## src/hw/rtl/sll_pkg.sv

```systemverilog
package sll_pkg;

   // Width of the reported length field
   localparam int LEN_W = 11;

   // Flip the sign bit so unsigned order matches signed order
   localparam logic [31:0] KEY_FLIP = 32'h8000_0000;

   // One finished result handed from the sequencer to the output stage
   typedef struct packed {
      logic [LEN_W-1:0] lis_length;
      logic             overflow;
   } sll_result_type;

endpackage

```

## src/hw/rtl/sll_seq.sv

```systemverilog
module sll_seq import sll_pkg::*; #(
   parameter int MAX_LEN = 1024,
   localparam int AW = (MAX_LEN > 1) ? $clog2(MAX_LEN) : 1,
   localparam int LW = $clog2(MAX_LEN + 1)
) (
   input  logic           clock,
   input  logic           reset,
   // incoming transaction
   input  logic           req_valid,
   output logic           req_ready,
   input  logic [31:0]    req_sample_value,
   input  logic           req_restart,
   // finished result
   output logic           res_valid,
   input  logic           res_ready,
   output sll_result_type res,
   // tail store port
   output logic           wr_en,
   output logic [AW-1:0]  wr_addr,
   output logic [31:0]    wr_data,
   output logic [AW-1:0]  rd_addr,
   input  logic [31:0]    rd_data
);

   typedef enum logic [1:0] {
      IDLE,
      LAST,
      PROBE,
      DONE
   } state_type;

   state_type      state_ff, state_in;
   logic [31:0]    key_ff, key_in;
   logic [LW-1:0]  used_ff, used_in;
   logic [AW-1:0]  lo_ff, lo_in;
   logic [AW-1:0]  hi_ff, hi_in;
   logic [AW-1:0]  mid_ff, mid_in;
   logic           ovf_ff, ovf_in;

   logic           tail_less;
   logic [LW-1:0]  used_m1;
   logic [AW-1:0]  lo_n, hi_n;
   logic [AW:0]    mid_sum;
   logic [LW+LEN_W-1:0] used_ext;

   // Shared compare unit: stored tail against the current key
   assign tail_less = rd_data < key_ff;
   assign used_m1   = used_ff - 1'b1;

   // Open the window on the whole used store after the last tail is read, else narrow it from the probe just read
   always_comb begin
      lo_n = lo_ff;
      hi_n = hi_ff;
      if (state_ff == LAST) begin
         lo_n = '0;
         hi_n = used_m1[AW-1:0];
      end else if (tail_less) begin
         lo_n = mid_ff + 1'b1;
      end else begin
         hi_n = mid_ff;
      end
   end

   assign mid_sum = {1'b0, lo_n} + {1'b0, hi_n};

   // Sequencer next-state and store control
   always_comb begin
      state_in = state_ff;
      key_in   = key_ff;
      used_in  = used_ff;
      lo_in    = lo_ff;
      hi_in    = hi_ff;
      mid_in   = mid_ff;
      ovf_in   = ovf_ff;
      wr_en    = 1'b0;
      wr_addr  = lo_n;
      wr_data  = key_ff;
      rd_addr  = mid_sum[AW:1];
      case (state_ff)
         IDLE: begin
            if (req_valid) begin
               key_in = req_sample_value ^ KEY_FLIP;
               ovf_in = 1'b0;
               if (req_restart || used_ff == '0) begin
                  // empty store or restart: the value becomes the first tail
                  wr_en    = 1'b1;
                  wr_addr  = '0;
                  wr_data  = key_in;
                  used_in  = LW'(1);
                  state_in = DONE;
               end else begin
                  rd_addr  = used_m1[AW-1:0];
                  state_in = LAST;
               end
            end
         end
         LAST: begin
            if (tail_less) begin
               // append, or refuse when the store is full
               if (used_ff == LW'(MAX_LEN)) begin
                  ovf_in = 1'b1;
               end else begin
                  wr_en   = 1'b1;
                  wr_addr = used_ff[AW-1:0];
                  used_in = used_ff + 1'b1;
               end
               state_in = DONE;
            end else if (lo_n == hi_n) begin
               wr_en    = 1'b1;
               state_in = DONE;
            end else begin
               lo_in    = lo_n;
               hi_in    = hi_n;
               mid_in   = mid_sum[AW:1];
               state_in = PROBE;
            end
         end
         PROBE: begin
            if (lo_n == hi_n) begin
               // lower bound found: overwrite that tail
               wr_en    = 1'b1;
               state_in = DONE;
            end else begin
               lo_in  = lo_n;
               hi_in  = hi_n;
               mid_in = mid_sum[AW:1];
            end
         end
         DONE: begin
            if (res_ready) begin
               state_in = IDLE;
            end
         end
         default: begin
            state_in = IDLE;
         end
      endcase
   end

   // Hold state and working registers
   always_ff @(posedge clock) begin
      if (reset) begin
         state_ff <= IDLE;
         used_ff  <= '0;
      end else begin
         state_ff <= state_in;
         used_ff  <= used_in;
      end
      key_ff <= key_in;
      lo_ff  <= lo_in;
      hi_ff  <= hi_in;
      mid_ff <= mid_in;
      ovf_ff <= ovf_in;
   end

   assign used_ext       = {{LEN_W{1'b0}}, used_ff};
   assign req_ready      = (state_ff == IDLE);
   assign res_valid      = (state_ff == DONE);
   assign res.lis_length = used_ext[LEN_W-1:0];
   assign res.overflow   = ovf_ff;

   a_used_bounded: assert property (@(posedge clock) disable iff (reset)
      used_ff <= LW'(MAX_LEN))
      else $error("used length beyond capacity");

   a_probe_window: assert property (@(posedge clock) disable iff (reset)
      state_ff == PROBE |-> (lo_ff < hi_ff) && (mid_ff >= lo_ff) && (mid_ff < hi_ff))
      else $error("search window collapsed while probing");

   a_done_nonempty: assert property (@(posedge clock) disable iff (reset)
      state_ff == DONE |-> used_ff != '0)
      else $error("result with empty store");

   a_accept_busy: assert property (@(posedge clock) disable iff (reset)
      req_valid && req_ready |=> !req_ready)
      else $error("accepted while busy");

   a_write_in_range: assert property (@(posedge clock) disable iff (reset)
      wr_en && state_ff != IDLE |-> LW'(wr_addr) < used_in)
      else $error("tail write beyond used length");

endmodule

```

## config.mk

```make
export PLATFORM = sky130hd
export DESIGN_NAME = sll_seq
export DESIGN_NICKNAME = d
export VERILOG_FILES = /design/src/hw/rtl/sll_pkg.sv /design/src/hw/rtl/sll_seq.sv
export SDC_FILE = /design/constraint.sdc
export NUM_CORES = 1
export LEC_CHECK = 0
export BUFFER_PORTS_ARGS = -buffer_cell sky130_fd_sc_hd__buf_2
export CORE_MARGIN = 5
export CORE_UTILIZATION = 30
export DETAILED_ROUTE_END_ITERATION = 12
export PLACE_DENSITY = 0.47
export SYNTH_ARGS = -nofsm -noshare
export SYNTH_HDL_FRONTEND = slang
export SYNTH_SLANG_ARGS = --single-unit
```

## constraint.sdc

```tcl
create_clock -name clock -period 6.1 [get_ports clock]
set_input_delay 0.61 -clock clock [delete_from_list [all_inputs] [get_ports clock]]
set_output_delay 0.61 -clock clock [all_outputs]
set_load 0.03 [all_outputs]
```

Word level (Yosys, flattened, before mapping)

Index checks and enable logic that the tools add are counted.

Register bits: 76
Bits in latches: 0
Bits in writable memories: 0
Bits in read-only memories: 0
Input bits: 69
Output and inout bits: 67
Logic and storage cells: 82
Memories kept: 0

Add/subtract/negate cells: 4
$mul: 0
Div/mod/pow operators: 0
Order comparisons: 1
Equality and inequality tests: 13
Shift operators: 0
Mux-type cells: 46
Bitwise operators: 1
Reduce and logical (&&, ||, !) cells: 10

Operators with widths:

| cell                  | number |
|---|---|
| $mux 10               | 17 |
| $mux 32               | 3 |
| $pmux 10 s2           | 4 |
| $mux 11               | 4 |
| $lt 32x32->1          | 1 |
| $pmux 11 s2           | 1 |
| $add 10x10->11        | 1 |
| $add 11x1->11 const B | 1 |
| $eq 11x11->1 const B  | 1 |
| $logic_not 11->1      | 1 |
| $add 10x1->10 const B | 1 |
| $eq 10x10->1          | 1 |
| $mux 1                | 10 |
| $ne 2x2->1 const B    | 5 |
| $sub 10x1->10 const B | 1 |
| $mux 2                | 4 |
| $pmux 2 s4            | 1 |
| $ne 2x1->1 const B    | 3 |
| $reduce_and 5->1      | 1 |
| $eq 2x2->1 const B    | 2 |
| $reduce_and 2->1      | 2 |
| $reduce_and 4->1      | 1 |
| $reduce_bool 2->1     | 2 |
| $pmux 1 s3            | 1 |
| other kinds (6)       | 6 |

Longest topological paths before layout

Word-level depth: 7
Gate-level depth with buffers: 22
Gate-level depth less buffers: 20

Least setup slack after synthesis

Ideal clock, no wire load.

Kind: input port to flip-flop
Start point: input rd_data[17]
End point: register hi_ff[0] (enable)
Setup time: 427 ps
Data arrival time: 4811 ps
Required time: 5673 ps
Setup slack: 862 ps
Stages: 15
Buffers on the path: 1
Path through: ha_1 > a21oi_1 > o21ai_1 > a221o_1 > a2111o_1 > nor2_4 > buf_4 > mux2_1 > nand2_1 > o21ai_0 > ha_1 > nor2_1 > nand4_1 > nand2_1 > a21oi_1

Cells in the longest elaborated chain, start to end: 3

RTL lines:

| element                    | RTL line       | source |
|---|---|---|
| from (decl)                | sll_seq.sv:22  | `input logic [31:0] rd_data` |
| $lt 32x32->1               | sll_seq.sv:47  | `assign tail_less = rd_data < key_ff;` |
| $ne 2x2->1 (no line)       | -              |  |
| $reduce_and 2->1 (no line) | -              |  |
| to (signal assigned)       | sll_seq.sv:151 | `hi_ff <= hi_in;` |
| to (decl)                  | sll_seq.sv:36  | `logic [AW-1:0] hi_ff, hi_in;` |

No other way between the ends.
A chain may end at the register's enable or synchronous reset.

Final worst setup path

Start point: register key_ff[17]
End point: output wr_en

Cells in the longest elaborated chain, start to end: 7
Elaborated cells between the ends (all ways): 9
Those cells by class: 1 x order compare; 1 x eq/ne; 7 x mux

RTL lines:

| element                | RTL line                       | source |
|---|---|---|
| from (decl)            | sll_seq.sv:33                  | `logic [31:0] key_ff, key_in;` |
| from (signal assigned) | sll_seq.sv:149                 | `key_ff <= key_in;` |
| $lt 32x32->1 (*)       | sll_seq.sv:47                  |  |
| $mux 10 (*)            | sll_seq.sv:57                  | `end else if (tail_less) begin` |
| $mux 10 (*)            | sll_seq.sv:54                  | `if (state_ff == LAST) begin` |
| named net hi_n[5]      | sll_seq.sv:42                  | `logic [AW-1:0] lo_n, hi_n;` |
| $eq 10x10->1 (*)       | sll_seq.sv:108, sll_seq.sv:119 |  |
| $mux 1 (*)             | sll_seq.sv:108, sll_seq.sv:119 |  |
| $mux 1                 | sll_seq.sv:98                  | `if (tail_less) begin` |
| $pmux 1 s3 (*)         | sll_seq.sv:79                  | `case (state_ff)` |
| to (decl)              | sll_seq.sv:18                  | `output logic wr_en,` |

Mark *: on every way through the listed nets, which the timed path passes. The rest lies on a longest branch.

==> impl.org <==
** Clock network
- Clock tree from TritonCTS :: done
- Counting the buffers created by CTS gives 9.
- The clock tree synthesis step divided the H-tree into 3 levels.
- After clock tree synthesis, the clock-pin slew on the worst setup and hold paths is 0.06 ns.
- Hold-fix buffer count after cts :: 0
- The number of gates resized after CTS was 0.
- In this run the deepest clock path goes through 2 buffers.
- Clk sink count :: 76
- Clock latency on the worst-skew pair, taken at its later pin, is 0.34 ns.
- The tree is rooted in a sky130_fd_sc_hd__clkbuf_16.
- Once the clock tree was built, the setup fixing pass inserted 0 buffers.

** Global routing
- Top Usage Layer GRT :: met2
- For this run, global-route usage on met2 was measured as 0.2257.
- GRT met3 Usage :: 0.02544
- Largest net degree at the start of global routing :: 64
- All-Layer GR Usage :: 0.1478
- Global-route wire length before repair :: 23.20 mm
- Summed over all layers, the global routing overflow is 0.
- Via count of the first global-routing pass :: 4334
- Antenna violations before repair :: 2
- Routing usage on met1 :: 0.2040

** Yosys
- Ys flop type :: sky130_fd_sc_hd__edfxtp_1
- The biggest area contributor in the post-synthesis netlist is sky130_fd_sc_hd__edfxtp_1.
- After synthesis, the mean cell area works out to 9.235 sq um.
- The number of different library cells used by synthesis comes to 62.
- Seq cells post-synth :: 76
- Leading post-synthesis cells by cell area :: sky130_fd_sc_hd__edfxtp_1 (37%), sky130_fd_sc_hd__ha_1 (12%), sky130_fd_sc_hd__o21ai_0 (5.7%), sky130_fd_sc_hd__nand2_1 (5.2%), sky130_fd_sc_hd__dfxtp_1 (5.0%)
- Area share of the leading cell type in the synthesized netlist :: 0.3665
- Part of the Yosys area used for sequential elements :: 0.4169
- When the netlist entered floorplanning its net count stood at 678.
- Synthesis produced 559 cells.
- Number of flops mapped to enable cells by yosys :: 63
- After synthesis, the share of flip-flops with an asynchronous set or reset is 0.
- Yosys warns :: 0
- Netlist area before placement :: 5162 sq um

** Cells and area
- Nets@finish :: 808
- Filler cell count in the final layout :: 1745
- Flip-flop and latch area :: 2152 sq um
- Relative to the synthesized area, the layout overhead comes to 22.78%.
- Of the cells placed in the final design, the portion with a size suffix greater than 1 is 0.2496.
- Area of the multi-input gates :: 2706 sq um
- After routing the design area is 6339 sq um.
- Fin cells :: 920

** Timing
- Across the routed clock network, the largest skew measured is 0.008114 ns.
- Setup repair after global routing left no endpoint under its margin.
- Subtracting the final worst setup slack from the clock period gives 5.601 ns.
- After routing, the total negative slack on setup checks comes to 0 ns.
- Setup violations, final :: 0
- Timing would allow up to 178.5 MHz.
- The number of slew-limit violations in the final report came to 0.
- Final hold violations :: 0
- Transition time at the pin with the least slew margin :: 0.7029 ns
- Period utilization :: 0.9183
- The worst pin sits at a relative slew slack of 0.5286.

** Worst setup path
- The worst setup path is captured at an output pin.
- Critical path peak fanout :: 23
- Data on the critical path is required at its endpoint by 5.49 ns.
- Arrival time at the worst endpoint :: 4.99 ns
- The worst setup path is launched from a flip-flop.
- Crit path kind :: flip-flop to output pin

** Detailed routing
- Once detail routing completed, the nets flagged for antenna violations numbered 0.
- In the routed design, unresolved DRC markers number 0.
- Vias per cell :: 4.892
- After the first detailed-routing iteration, the DRC count stood at 271.
- Dividing the detail-routed wire length by the instance count gives 16.21 um.
- The routed layout has 4501 vias.
- Sum of routed wire length over all layers :: 14.91 mm
- The first detailed-routing pass ran for 5 iterations.

** Placement
- Post-Place Cells :: 903
- The placed instances occupy a cell area of 6075 sq um.
- The HPWL after detailed placement is 11.76 mm.
- Final estimated routing congestion in global placement :: 0.8918
- IO buf count :: 135

** Floorplanning
- In this run the vertical extent of the chip is 141.2 um.
- For this design the top-level I/O count stands at 136.
- The core region is 17120 sq um.
- Placement Rows :: 48
- The die is 141.2 um wide.
- The die covers 19930 sq um.
- The initial utilization of the core area, before any placement, comes to 0.3016.

** Status
- Outcome :: completed

** Run
- Number of max-cap violations :: 0

** Hold path
- Hold Crit Class :: input pin to flip-flop
==> per-stage QoR <==
| stage | hold slack [ns] | utilization | worst slack [ns] |
|---|---|---|---|
| after floorplan | 0.4931 | - | 0.8617 |
| after global placement | 0.5174 | 0.3549 | 0.6050 |
| after detailed placement | 0.5440 | 0.3549 | 0.5552 |
| after CTS | 0.4413 | 0.3700 | 0.5064 |
| after global routing | 0.4486 | 0.3703 | 0.1333 |
| final | 0.4590 | 0.3703 | 0.4986 |
==> final cells by class <==
type,count,area share
inverters,57,0.03375
multi-input cells,404,0.4270
clock buffers,10,0.03612
well taps,225,0.04441
repair buffers,141,0.1137
diodes,2,0.0007896
flip-flops and latches,76,0.3395
clock inverters,5,0.004737
==> critical path: stages (launching register included) <==
cell and delay [ns]:
sky130_fd_sc_hd__edfxtp_1 0.36, sky130_fd_sc_hd__inv_1 0.08, sky130_fd_sc_hd__ha_1 0.23, sky130_fd_sc_hd__a21oi_1 0.17
sky130_fd_sc_hd__o21ai_1 0.10, sky130_fd_sc_hd__a221o_1 0.35, sky130_fd_sc_hd__a2111o_1 0.48, sky130_fd_sc_hd__nor2_4 0.36
sky130_fd_sc_hd__buf_4 0.34, sky130_fd_sc_hd__mux2_1 0.35, sky130_fd_sc_hd__nand2_1 0.06, sky130_fd_sc_hd__o21ai_0 0.13
sky130_fd_sc_hd__ha_1 0.38, sky130_fd_sc_hd__nor4_1 0.43, sky130_fd_sc_hd__nand4_1 0.25, sky130_fd_sc_hd__mux2i_1 0.18
sky130_fd_sc_hd__a221oi_1 0.10, sky130_fd_sc_hd__nor2_1 0.10, sky130_fd_sc_hd__buf_2 0.21
==> Yosys cell counts (7+ instances only) <==
| cell | count |
|---|---|
| sky130_fd_sc_hd__a21o_1 | 7 |
| sky130_fd_sc_hd__a21oi_1 | 30 |
| sky130_fd_sc_hd__buf_2 | 9 |
| sky130_fd_sc_hd__clkbuf_1 | 10 |
| sky130_fd_sc_hd__dfxtp_1 | 13 |
| sky130_fd_sc_hd__edfxtp_1 | 63 |
| sky130_fd_sc_hd__ha_1 | 49 |
| sky130_fd_sc_hd__inv_1 | 56 |
| sky130_fd_sc_hd__mux2i_1 | 10 |
| sky130_fd_sc_hd__nand2_1 | 72 |
| sky130_fd_sc_hd__nand3_1 | 14 |
| sky130_fd_sc_hd__nand4_1 | 13 |
| sky130_fd_sc_hd__nor2_1 | 36 |
| sky130_fd_sc_hd__nor3_1 | 7 |
| sky130_fd_sc_hd__o21ai_0 | 59 |
| sky130_fd_sc_hd__o21ai_1 | 12 |
| sky130_fd_sc_hd__xnor2_1 | 16 |
| sky130_fd_sc_hd__xor2_1 | 8 |
==> layout by cell type, fill, tap and decap left out, drive strengths merged, types with 6 or more instances in the layout <==
cell type	netlist	layout
clkbuf	10	10
mux2	9	9
mux2i	10	10
nand4	13	13
a21o	7	7
edfxtp	63	63
or3	6	6
nor2	38	38
nor3	7	7
o22ai	7	7
dfxtp	13	13
nand2	72	72
buf	12	141
a21oi	30	30
xnor2	16	16
ha	49	49
xor2	8	8
inv	56	56
o21ai	71	71
nand3	15	15
==> cell families after synthesis <==
kind of cell	Yosys count	synth area share
simple gates	172	0.1614
mux	19	0.03902
xor+xnor	24	0.04072
fa+ha+maj	50	0.1226
flops	76	0.4169
buf+inv	79	0.06107
compound gates	139	0.1583
==> state kept, by name (all words and copies together), names as in the netlist <==
name	cells
key_ff	32
used_ff	11
hi_ff	10
lo_ff	10
mid_ff	10
state_ff	2
ovf_ff	1
==> final timing paths <==
kind	from	end	slack [ns]	cells after the start
setup / recovery	key_ff[17]$_DFFE_PP_	wr_en	0.50	18
hold / removal	req_sample_value[12]	key_ff[12]$_DFFE_PP_	0.46	1
setup reg to reg	key_ff[17]$_DFFE_PP_	state_ff[0]$_SDFFE_PP0P_	1.01	18
hold reg to reg	state_ff[0]$_SDFFE_PP0P_	state_ff[0]$_SDFFE_PP0P_	0.56	1
==> layer usage <==
layer  share of wire  vias up
met5               0        -
met4           0.027        0
met3           0.050       26
met2            0.44      123
met1            0.48     2081
li1                -     2271
Power is not shown: default switching activity piles up to over one toggle a cycle in this logic, so the estimate is an artifact.
